===== config.mk =====
export PLATFORM = sky130hd
export DESIGN_NAME = graphlet_node_role_table_expander
export DESIGN_NICKNAME = d
export VERILOG_FILES = /design/src/design/gnr_pkg.sv /design/src/design/gnr_ctrl.sv /design/src/design/gnr_dp.sv /design/src/design/graphlet_node_role_table_expander.sv
export SDC_FILE = /design/constraint.sdc
export NUM_CORES = 1
export LEC_CHECK = 0
export ABC_AREA = 1
export BUFFER_PORTS_ARGS = -buffer_cell sky130_fd_sc_hd__clkbuf_2
export CAP_MARGIN = 20
export CORE_AREA = 4 4 178 180
export DETAILED_ROUTE_END_ITERATION = 8
export DIE_AREA = 0 0 182 184
export MAX_ROUTING_LAYER = met4
export SLEW_MARGIN = 20
export SYNTH_ARGS = -nofsm -noshare
export SYNTH_HDL_FRONTEND = slang
export SYNTH_HIERARCHICAL = 1
export SYNTH_SLANG_ARGS = --single-unit

===== constraint.sdc =====
create_clock -name clk -period 4.2 [get_ports clk]
set_input_delay 0.21 -clock clk [delete_from_list [all_inputs] [get_ports clk]]
set_output_delay 0.21 -clock clk [all_outputs]
set_load 0.1 [all_outputs]

===== src/design/gnr_pkg.sv =====
// Shared types, constants and functions of the graphlet node role table expander.
// Holds the permutation table, the other-pair table and the controller command and status words.
// Depends on nothing; every other design file refers to it by scoped names.
package gnr_pkg;

	localparam int NUM_PERMS = 24;
	localparam int PERM_IDX_W = $clog2(NUM_PERMS);

	typedef logic [3:0][1:0] perm_t;

	typedef enum logic [1:0] {
		ST_IDLE,
		ST_ROLES,
		ST_EMIT
	} state_t;

	typedef struct packed {
		logic load;
		logic role_step;
		logic emit_step;
	} ctrl_cmd_t;

	typedef struct packed {
		logic roles_done;
		logic emit_done;
	} ctrl_sts_t;

	// Node permutations in lexicographic order; entry x of a row is the source node of node x.
	localparam perm_t PERM_TAB [NUM_PERMS] = '{
		{2'd3, 2'd2, 2'd1, 2'd0}, {2'd2, 2'd3, 2'd1, 2'd0}, {2'd3, 2'd1, 2'd2, 2'd0},
		{2'd1, 2'd3, 2'd2, 2'd0}, {2'd2, 2'd1, 2'd3, 2'd0}, {2'd1, 2'd2, 2'd3, 2'd0},
		{2'd3, 2'd2, 2'd0, 2'd1}, {2'd2, 2'd3, 2'd0, 2'd1}, {2'd3, 2'd0, 2'd2, 2'd1},
		{2'd0, 2'd3, 2'd2, 2'd1}, {2'd2, 2'd0, 2'd3, 2'd1}, {2'd0, 2'd2, 2'd3, 2'd1},
		{2'd3, 2'd1, 2'd0, 2'd2}, {2'd1, 2'd3, 2'd0, 2'd2}, {2'd3, 2'd0, 2'd1, 2'd2},
		{2'd0, 2'd3, 2'd1, 2'd2}, {2'd1, 2'd0, 2'd3, 2'd2}, {2'd0, 2'd1, 2'd3, 2'd2},
		{2'd2, 2'd1, 2'd0, 2'd3}, {2'd1, 2'd2, 2'd0, 2'd3}, {2'd2, 2'd0, 2'd1, 2'd3},
		{2'd0, 2'd2, 2'd1, 2'd3}, {2'd1, 2'd0, 2'd2, 2'd3}, {2'd0, 2'd1, 2'd2, 2'd3}
	};

	// The two nodes other than a and b, indexed by {a, b}; the first node sits in the low bits.
	localparam logic [3:0] OTHER_PAIR [16] = '{
		{2'd0, 2'd0}, {2'd3, 2'd2}, {2'd3, 2'd1}, {2'd2, 2'd1},
		{2'd3, 2'd2}, {2'd0, 2'd0}, {2'd3, 2'd0}, {2'd2, 2'd0},
		{2'd3, 2'd1}, {2'd3, 2'd0}, {2'd0, 2'd0}, {2'd1, 2'd0},
		{2'd2, 2'd1}, {2'd2, 2'd0}, {2'd1, 2'd0}, {2'd0, 2'd0}
	};

	function automatic logic [15:0] apply_perm(input logic [15:0] code, input perm_t p);
		logic [15:0] r;
		r = '0;
		for (int i = 0; i < 4; i++) begin
			for (int j = 0; j < 4; j++) begin
				r[i * 4 + j] = code[{p[i], p[j]}];
			end
		end
		return r;
	endfunction

	function automatic logic [15:0] swap_nodes(input logic [15:0] code, input logic [1:0] a,
			input logic [1:0] b);
		perm_t p;
		p = {2'd3, 2'd2, 2'd1, 2'd0};
		p[a] = b;
		p[b] = a;
		return apply_perm(code, p);
	endfunction

endpackage


===== src/design/gnr_ctrl.sv =====
// Controller state machine of the graphlet node role table expander.
// Sequences the load, role search and table emission of the datapath; uses gnr_pkg.
module gnr_ctrl (
	input  logic                clk,
	input  logic                arst_n,
	input  logic                start,
	output logic                busy,
	output gnr_pkg::ctrl_cmd_t  cmd,
	input  gnr_pkg::ctrl_sts_t  sts
);

	gnr_pkg::state_t state_q;
	gnr_pkg::state_t state_d;

	always_ff @(posedge clk or negedge arst_n) begin
		if (!arst_n) begin
			state_q <= gnr_pkg::ST_IDLE;
		end else begin
			state_q <= state_d;
		end
	end

	always_comb begin
		state_d = state_q;
		cmd = '0;
		busy = 1'b1;
		case (state_q)
			gnr_pkg::ST_IDLE: begin
				busy = 1'b0;
				if (start) begin
					cmd.load = 1'b1;
					state_d = gnr_pkg::ST_ROLES;
				end
			end
			gnr_pkg::ST_ROLES: begin
				cmd.role_step = 1'b1;
				if (sts.roles_done) begin
					state_d = gnr_pkg::ST_EMIT;
				end
			end
			gnr_pkg::ST_EMIT: begin
				cmd.emit_step = 1'b1;
				if (sts.emit_done) begin
					state_d = gnr_pkg::ST_IDLE;
				end
			end
			default: begin
				state_d = gnr_pkg::ST_IDLE;
			end
		endcase
	end

endmodule


===== src/design/gnr_dp.sv =====
// Datapath of the graphlet node role table expander: work list, role registers,
// permutation mask and the registered result word. Uses gnr_pkg.
module gnr_dp (
	input  logic                clk,
	input  logic                arst_n,
	input  logic [15:0]         motif_code,
	input  gnr_pkg::ctrl_cmd_t  cmd,
	output gnr_pkg::ctrl_sts_t  sts,
	output logic                strobe,
	output logic [15:0]         entry_key,
	output logic [15:0]         canonical_code,
	output logic [2:0]          role_count,
	output logic [1:0]          role_node0,
	output logic [1:0]          role_node1,
	output logic [1:0]          role_node2,
	output logic [1:0]          role_node3,
	output logic                last_entry
);

	logic [15:0]                          code_q;
	logic [gnr_pkg::NUM_PERMS-1:0]        mask_q;
	logic [gnr_pkg::NUM_PERMS-1:0]        mask_d;
	gnr_pkg::perm_t                       list_q;
	gnr_pkg::perm_t                       roles_q;
	logic [2:0]                           len_q;
	logic [2:0]                           k_q;
	logic [1:0]                           keep_q;
	logic [2:0]                           count_q;
	logic [1:0]                           lead_q;
	logic [gnr_pkg::PERM_IDX_W-1:0]       ek_q;

	logic [1:0]                           lead;
	logic [1:0]                           cand;
	logic [3:0]                           other;
	logic [15:0]                          swap_a;
	logic [15:0]                          swap_b;
	logic                                 hit;
	logic                                 round_end;
	logic                                 no_later;
	gnr_pkg::perm_t                       perm;

	logic                                 strobe_q;
	logic                                 last_q;
	logic [15:0]                          key_q;
	gnr_pkg::perm_t                       out_roles_q;

	always_comb begin
		mask_d[0] = 1'b1;
		for (int p = 1; p < gnr_pkg::NUM_PERMS; p++) begin
			mask_d[p] = gnr_pkg::apply_perm(motif_code, gnr_pkg::PERM_TAB[p]) != motif_code;
		end
	end

	assign lead = lead_q;
	assign cand = list_q[k_q[1:0]];
	assign other = gnr_pkg::OTHER_PAIR[{lead, cand}];
	assign swap_a = gnr_pkg::swap_nodes(code_q, lead, cand);
	assign swap_b = gnr_pkg::swap_nodes(swap_a, other[1:0], other[3:2]);
	assign hit = (swap_a == code_q) || (swap_b == code_q);
	assign round_end = (k_q == len_q);

	assign perm = gnr_pkg::PERM_TAB[ek_q];

	always_comb begin
		no_later = 1'b1;
		for (int p = 0; p < gnr_pkg::NUM_PERMS; p++) begin
			if (p > int'(ek_q) && mask_q[p]) begin
				no_later = 1'b0;
			end
		end
	end

	assign sts.roles_done = round_end && (keep_q == 2'd0);
	assign sts.emit_done = mask_q[ek_q] && no_later;

	always_ff @(posedge clk) begin
		if (cmd.load) begin
			code_q <= motif_code;
			mask_q <= mask_d;
			list_q <= {2'd3, 2'd2, 2'd1, 2'd0};
			roles_q <= '0;
			len_q <= 3'd4;
			k_q <= 3'd1;
			keep_q <= 2'd0;
			count_q <= 3'd0;
			lead_q <= 2'd0;
			ek_q <= '0;
		end else if (cmd.role_step) begin
			if (!round_end) begin
				if (hit) begin
					roles_q[cand] <= count_q[1:0];
				end else begin
					list_q[keep_q] <= cand;
					keep_q <= keep_q + 2'd1;
				end
				k_q <= k_q + 3'd1;
			end else begin
				len_q <= {1'b0, keep_q};
				count_q <= count_q + 3'd1;
				k_q <= 3'd1;
				keep_q <= 2'd0;
				lead_q <= list_q[0];
				if (keep_q != 2'd0) begin
					roles_q[list_q[0]] <= count_q[1:0] + 2'd1;
				end
			end
		end else if (cmd.emit_step) begin
			ek_q <= ek_q + 1'b1;
		end
	end

	always_ff @(posedge clk) begin
		if (cmd.emit_step) begin
			key_q <= (ek_q == '0) ? code_q : gnr_pkg::apply_perm(code_q, perm);
			for (int x = 0; x < 4; x++) begin
				out_roles_q[x] <= roles_q[perm[x]];
			end
		end
	end

	always_ff @(posedge clk or negedge arst_n) begin
		if (!arst_n) begin
			strobe_q <= 1'b0;
			last_q <= 1'b0;
		end else begin
			strobe_q <= cmd.emit_step && mask_q[ek_q];
			last_q <= cmd.emit_step && mask_q[ek_q] && no_later;
		end
	end

	assign strobe = strobe_q;
	assign last_entry = last_q;
	assign entry_key = key_q;
	assign canonical_code = code_q;
	assign role_count = count_q;
	assign role_node0 = out_roles_q[0];
	assign role_node1 = out_roles_q[1];
	assign role_node2 = out_roles_q[2];
	assign role_node3 = out_roles_q[3];

endmodule


===== src/design/graphlet_node_role_table_expander.sv =====
// Top level of the graphlet node role table expander; joins gnr_ctrl and gnr_dp.
// Depends on gnr_pkg, gnr_ctrl and gnr_dp.
//
// A motif code word is taken when start is high and busy is low. The block then sorts the four
// nodes into roles, testing one candidate node per cycle against the leading node of the current
// role. It then steps through the node permutations in order at one per cycle, up to the last
// one that changes the code, and writes one table word for the code itself and one for every
// permutation that changes it. Each result word appears for
// exactly one cycle with strobe high and cannot be held off, so the receiver must take every word
// as it comes; last_entry marks the final word of an input, and busy falls in time for the next
// start to be taken in the cycle that word is shown.
module graphlet_node_role_table_expander (
	input  logic        clk,
	input  logic        arst_n,
	input  logic        start,
	output logic        busy,
	input  logic [15:0] motif_code,
	output logic        strobe,
	output logic [15:0] entry_key,
	output logic [15:0] canonical_code,
	output logic [2:0]  role_count,
	output logic [1:0]  role_node0,
	output logic [1:0]  role_node1,
	output logic [1:0]  role_node2,
	output logic [1:0]  role_node3,
	output logic        last_entry
);

	gnr_pkg::ctrl_cmd_t cmd;
	gnr_pkg::ctrl_sts_t sts;

	gnr_ctrl u_ctrl (
		.clk    (clk),
		.arst_n (arst_n),
		.start  (start),
		.busy   (busy),
		.cmd    (cmd),
		.sts    (sts)
	);

	gnr_dp u_dp (
		.clk            (clk),
		.arst_n         (arst_n),
		.motif_code     (motif_code),
		.cmd            (cmd),
		.sts            (sts),
		.strobe         (strobe),
		.entry_key      (entry_key),
		.canonical_code (canonical_code),
		.role_count     (role_count),
		.role_node0     (role_node0),
		.role_node1     (role_node1),
		.role_node2     (role_node2),
		.role_node3     (role_node3),
		.last_entry     (last_entry)
	);

`ifndef NO_ASSERTIONS
	a_start_busy: assert property (@(posedge clk) disable iff (!arst_n)
		start && !busy |=> busy)
		else $error("accepted word did not make the block busy");

	a_strobe_from_busy: assert property (@(posedge clk) disable iff (!arst_n)
		strobe |-> $past(busy))
		else $error("result word shown without work in progress");

	a_more_to_come: assert property (@(posedge clk) disable iff (!arst_n)
		strobe && !last_entry |-> busy)
		else $error("block went idle before its final result word");

	a_last_ends: assert property (@(posedge clk) disable iff (!arst_n)
		strobe && last_entry |=> !strobe)
		else $error("result word shown after the final word of an input");
`endif

endmodule

==> impl_metrics.ini, run 1 <==
[status]
status = finished, final reports clean

[setup_path]
cpMaxStageDelayCell = dfxtp_4
path_class = reg2reg
cp_slowest_stage_delay_ns = 0.37
cp-end-kind = flop
cpMostUsedCell = nand2_1
start_kind = flop
cp_max_fo = 12
required_ns = 4.45
crit_arrival_ns = 4.22

[floorplanning]
dieArea_um2 = 33500
placementRows = 64
num_io_pins = 65
die_h_um = 184
die_w_um = 182
core-area_um2 = 30200
initial_utilization = 0.347

[global_route]
antenna_found_initial = 0
grtUsageTotal = 0.259
grt_start_max_net_pins = 52
grt_pass1_wl_um = 66800
grt_pass1_vias = 11400
grt_remaining_overflow = 0

[placement]
hpwl_um = 33000
gp_congestion = 1.04
numPortBuffers = 64
placed_area_um2 = 11600

[timing]
finClkSkew_ns = 0.0132
layout_min_cycle_time_ns = 3.97
setup_violations = 0
drv_slew = 0
grt_setup_unrepaired = true
fin_hold_ws_ns = 0.103
slew_headroom = 0.287
worstMarginPinSlew_ns = 1.07
hold_viol = 0
max_freq_mhz = 252
period_share = 0.945

[clock_tree]
clockRootBuffer = clkbuf_16
clk_latency_ns = 0.36
cts_buffer_depth = 2
clk_pin_slew_ns = 0.07
cts_num_sinks = 100
cts_tree = built
htreeDepth = 3
numCtsBuffers = 9

[yosys]
ys_seq_area_frac = 0.252
synth_warnings = 6
ys_async_sr_fraction = 0.0400
synth.distinct_cells = 62
synth_area_um2 = 10500
syn-num-nets = 1657
synth_seq_cells = 100
synth_flop_cell = edfxtp_1
syn_inst = 1614
synth-edff-count = 62
synth_area_per_cell_um2 = 6.49

[worst_hold_path]
hold_class = in2reg

[detailed_routing]
wl_per_cell_um = 20.5
via_count = 12400
drc = 0
routed_wl_um = 43700
firstDrtPassIters = 7
drt_iter0_drc = 1382
viasPerCell = 5.84
ant_nets = 0

[run]
maxCapViolCount = 0

[finish]
syn2layout_area_growth_pct = 19.4
nets = 1772
n_antenna_cell = 0
design_area_um2 = 12500
drive_gt1_frac = 0.198
kinds of logic (layout without fill, tap and decap cells):
kind of cell / Yosys count / count (layout) / synth area share
adder cells (fa/ha/maj): 24 / 24 / 0.0287
flip-flops: 100 / 100 / 0.252
AND/OR/NAND/NOR: 937 / 941 / 0.422
AO/OA/AOI/OAI: 281 / 281 / 0.156
buffers and inverters: 202 / 318 / 0.0821
XOR/XNOR: 70 / 70 / 0.0586
routing by layer:
layer / track usage / up-vias / wire length (um)
met1: 0.332 / 5801 / 17900
li1: - / 5826 / -
met3: 0.0350 / 144 / 3490
met2: 0.416 / 663 / 20300
met5: - / - / 0
met4: 0.102 / 0 / 2030
cells in the mapped netlist, drive strengths merged (14+ instances only):
cell type / number / area share
o21ai: 131 / 0.067
a21oi: 75 / 0.037
ha: 24 / 0.029
dfxtp: 34 / 0.065
edfxtp: 62 / 0.18
xor2: 49 / 0.041
o22ai: 19 / 0.011
clkbuf: 37 / 0.013
nor3: 15 / 0.0092
nor2: 138 / 0.051
nand3: 355 / 0.18
nand4: 24 / 0.015
nor4: 14 / 0.0084
inv: 115 / 0.042
buf: 34 / 0.021
a31oi: 21 / 0.013
nand2: 374 / 0.14
xnor2: 21 / 0.018
clkinv: 16 / 0.0057
metrics by stage:
| stage | instances | setup TNS [ns] | util | setup WS (ns) |
|---|---|---|---|---|
| after floorplan | 1614 | 0 | - | 0.612 |
| after global placement | 2099 | -2.80 | 0.386 | -0.220 |
| after detailed placement | 2099 | -2.47 | 0.386 | -0.192 |
| after CTS | 2116 | 0 | 0.396 | 0.00572 |
| after global routing | 2130 | -0.0769 | 0.414 | -0.0230 |
| final | 2130 | 0 | 0.414 | 0.231 |
layout by cell type, fill, tap and decap left out, drive strengths merged, types with 4 or more instances in the layout:
cell,instances
nor2,138
o22ai,19
ha,24
dfxtp,34
o21bai,7
clkinv,20
nor3,15
nor3b,4
a2111oi,4
nand4,24
a21oi,75
nor4,14
o21ai,131
clkbuf,75
a31oi,21
nand3,357
edfxtp,62
buf,106
nand2,376
inv,115
xor2,49
nand3b,6
dfrtp,4
o211ai,7
xnor2,21
worst max-delay path, delay by kind of cell (launching register included):
kind | cells | cell delay [ns]
simple gates | 15 | 1.96
buf+inv | 6 | 0.66
compound gates | 3 | 0.50
flops | 1 | 0.37
fa+ha+maj | 1 | 0.19
xor+xnor | 1 | 0.17
final cells by class:
cell class,count,area [um2]
tap,396,495
timing repair buffer,171,1150
multi-input combinational,1316,7390
clock buffer,11,254
fill,3165,17700
inverter,131,531
sequential,100,2650
clock inverter,5,33.8
flip-flops by register name (all words and copies together) (netlist names), 3 cells and up:
register	count
u_dp/canonical_code	16
u_dp/entry_key	16
u_dp/mask_q	22
u_dp/len_q	3
u_dp/role_count	3
u_dp/ek_q	5
u_dp/k_q	3
u_dp/list_q	8
u_dp/roles_q	8
worst paths after layout:
path | start | endpoint | slack [ns] | cells after the start
worst min-delay path | start | u_ctrl/state_q[0] | 0.10 | 3
worst min register to register | u_dp/role_count[2] | u_dp/role_count[2] | 0.46 | 1
worst max-delay path | u_dp/k_q[0] | u_dp/list_q[0] | 0.23 | 26
max in group asynchronous | arst_n | u_ctrl/state_q[0] | 3.89 | 2
worst max register to register | u_dp/k_q[0] | u_dp/list_q[0] | 0.23 | 26
min in group asynchronous | arst_n | u_dp/strobe | 0.19 | 2
timing repair:
action / in CTS / in global routing
gates cloned: 0 / 4
hold buffers: 1 / 0
pin swaps: 0 / 15
setup buffers: 0 / 10
setup endpoints to repair: 18 / 18
resized for setup: 5 / 99
endpoints found under the hold margin: 4 / 0
Power of run 1 is not shown: default switching activity piles up to over one toggle a cycle in this logic, so the estimate is an artifact.
==> inputs of run 2 (changes only) <==
BUFFER_PORTS_ARGS = default   (was -buffer_cell sky130_fd_sc_hd__clkbuf_2)
DONT_BUFFER_PORTS = 1   (was default)
==> impl_metrics.ini, run 2 (synthesis gave the netlist of run 1 again) <==
[setup_path]
start_kind = flop
path_class = reg2reg
cp_max_fo = 13
r2r-end = u_dp/list_q[0]
cpMostUsedCell = nand2_2
rr_worst_depth = 25
cp_slowest_stage_delay_ns = 0.42
r2r_slack_ns = 0.22
cp-end-kind = flop
r2r-start = u_dp/k_q[0]
crit_arrival_ns = 4.22
cpMaxStageDelayCell = nand4_1
required_ns = 4.45

[floorplanning]
die_w_um = 182
num_io_pins = 65
placementRows = 64
initial_utilization = 0.347
die_h_um = 184
dieArea_um2 = 33500
core-area_um2 = 30200

[finish]
mostFrequentLayoutCell = nand2_1
final_util = 0.410
nets = 1723
drive_gt1_frac = 0.164
regArea_um2 = 2650
final_cell_mix = 339 x nand2_1, 302 x nand3_1, 129 x nor2_1, 111 x o21ai_0, 97 x buf_4
n_antenna_cell = 0
largest_reg_flops = 22
syn2layout_area_growth_pct = 18.2
multi_input_area_um2 = 7350
top_register = u_dp/mask_q
num-fill-cells = 3141

[detailed_routing]
drc = 0
drt_iter0_drc = 1443
firstDrtPassIters = 6
ant_nets = 0
routed_wl_um = 44300
wl_per_cell_um = 21.3
via_count = 12200
viasPerCell = 5.88

[worst_hold_path]
min_to = u_ctrl/state_q[0]
hold_class = in2reg
hold_depth = 2
hold_start = start

[timing]
worstMarginPinSlew_ns = 1.05
slew_headroom = 0.296
drv_slew = 0
hold_viol = 0
setup_violations = 0
layout_min_cycle_time_ns = 3.98
finClkSkew_ns = 0.0116
period_share = 0.947
max_freq_mhz = 251

[placement]
hpwl_um = 33500
numPortBuffers = 0
gp_congestion = 1.03

[clock_tree]
clk_pin_slew_ns = 0.07
htreeDepth = 3
cts_num_sinks = 100
cts_tree = built
numCtsBuffers = 9
clk_latency_ns = 0.35
clockRootBuffer = clkbuf_16
cts_buffer_depth = 2

[global_route]
grt_pass1_vias = 11200
grtUsageTotal = 0.259
antenna_found_initial = 0
grt_remaining_overflow = 0
grt_start_max_net_pins = 52
grt_pass1_wl_um = 66300

[status]
status = finished, final reports clean

[run]
maxCapViolCount = 0
==> run 2: changes by cell type in the layout (fill, tap and decap cells not counted), moves of 3 or more <==
cell and delta:
nand3_1 +4, buf_4 -3, nand2_4 -4, nand2_2 +3
clkbuf_2 -64, o21ai_1 -3, dlygate4sd3_1 +16, nand3_2 -5
nor2_2 -3
==> run 2: repair_timing <==
action	in CTS	in global routing
pin swaps	0	18
buffers inserted	0	14
cloned	0	4
hold buffers	17	0
endpoints found under the setup margin	18	18
endpoints found under the hold margin	20	0
resized for setup	6	86
==> run 2: worst max path at each step <==
stage	startpoint	end	slack [ns]	cells past startpoint
floorplan	u_dp/k_q[0]	u_dp/roles_q[0]	0.61	33
global placement	u_dp/k_q[1]	u_dp/roles_q[6]	-0.28	28
detailed placement	u_dp/k_q[1]	u_dp/roles_q[7]	-0.22	29
CTS	u_dp/list_q[1]	u_dp/roles_q[7]	0.009	30
global route	u_dp/k_q[0]	u_dp/list_q[0]	-0.03	28
finish	u_dp/k_q[0]	u_dp/list_q[0]	0.22	25
==> run 2: metrics by stage <==
stage	setup WS, ns	hold WS, ns	setup TNS [ns]	instances	instance area (um2)
after floorplan	0.612	-0.0856	0	1614	10500
after global placement	-0.281	-0.0855	-4.01	2030	11300
after detailed placement	-0.219	-0.0855	-2.80	2030	11300
after CTS	0.00880	0.0220	0	2063	11900
after global routing	-0.0294	0.0351	-0.0469	2081	12400
final	0.223	0.0302	0	2081	12400
==> run 2: area by class of cell <==
class,instances,share of cell area
Multi-Input combinational cell,1315,0.594
Sequential cell,100,0.214
Timing Repair Buffer,123,0.0820
Inverter,131,0.0415
Tap cell,396,0.0400
Clock buffer,12,0.0225
Clock inverter,4,0.00607
==> run 2: layer usage <==
metal	wire length [um]	GRT usage	vias to the layer above
li1	-	-	5720
met2	20100	0.415	644
met1	17600	0.313	5730
met4	2460	0.125	0
met5	0	-	-
met3	4080	0.0538	150
==> run 2: worst max-delay path: cells and delay by family, from the launching register on <==
kind,cells,cell delay [ns]
buf+inv,6,0.73
fa+ha+maj,1,0.20
xor+xnor,1,0.14
simple gates,14,1.96
flops,1,0.39
compound gates,3,0.44
Power of run 2 is left out for the same reason.
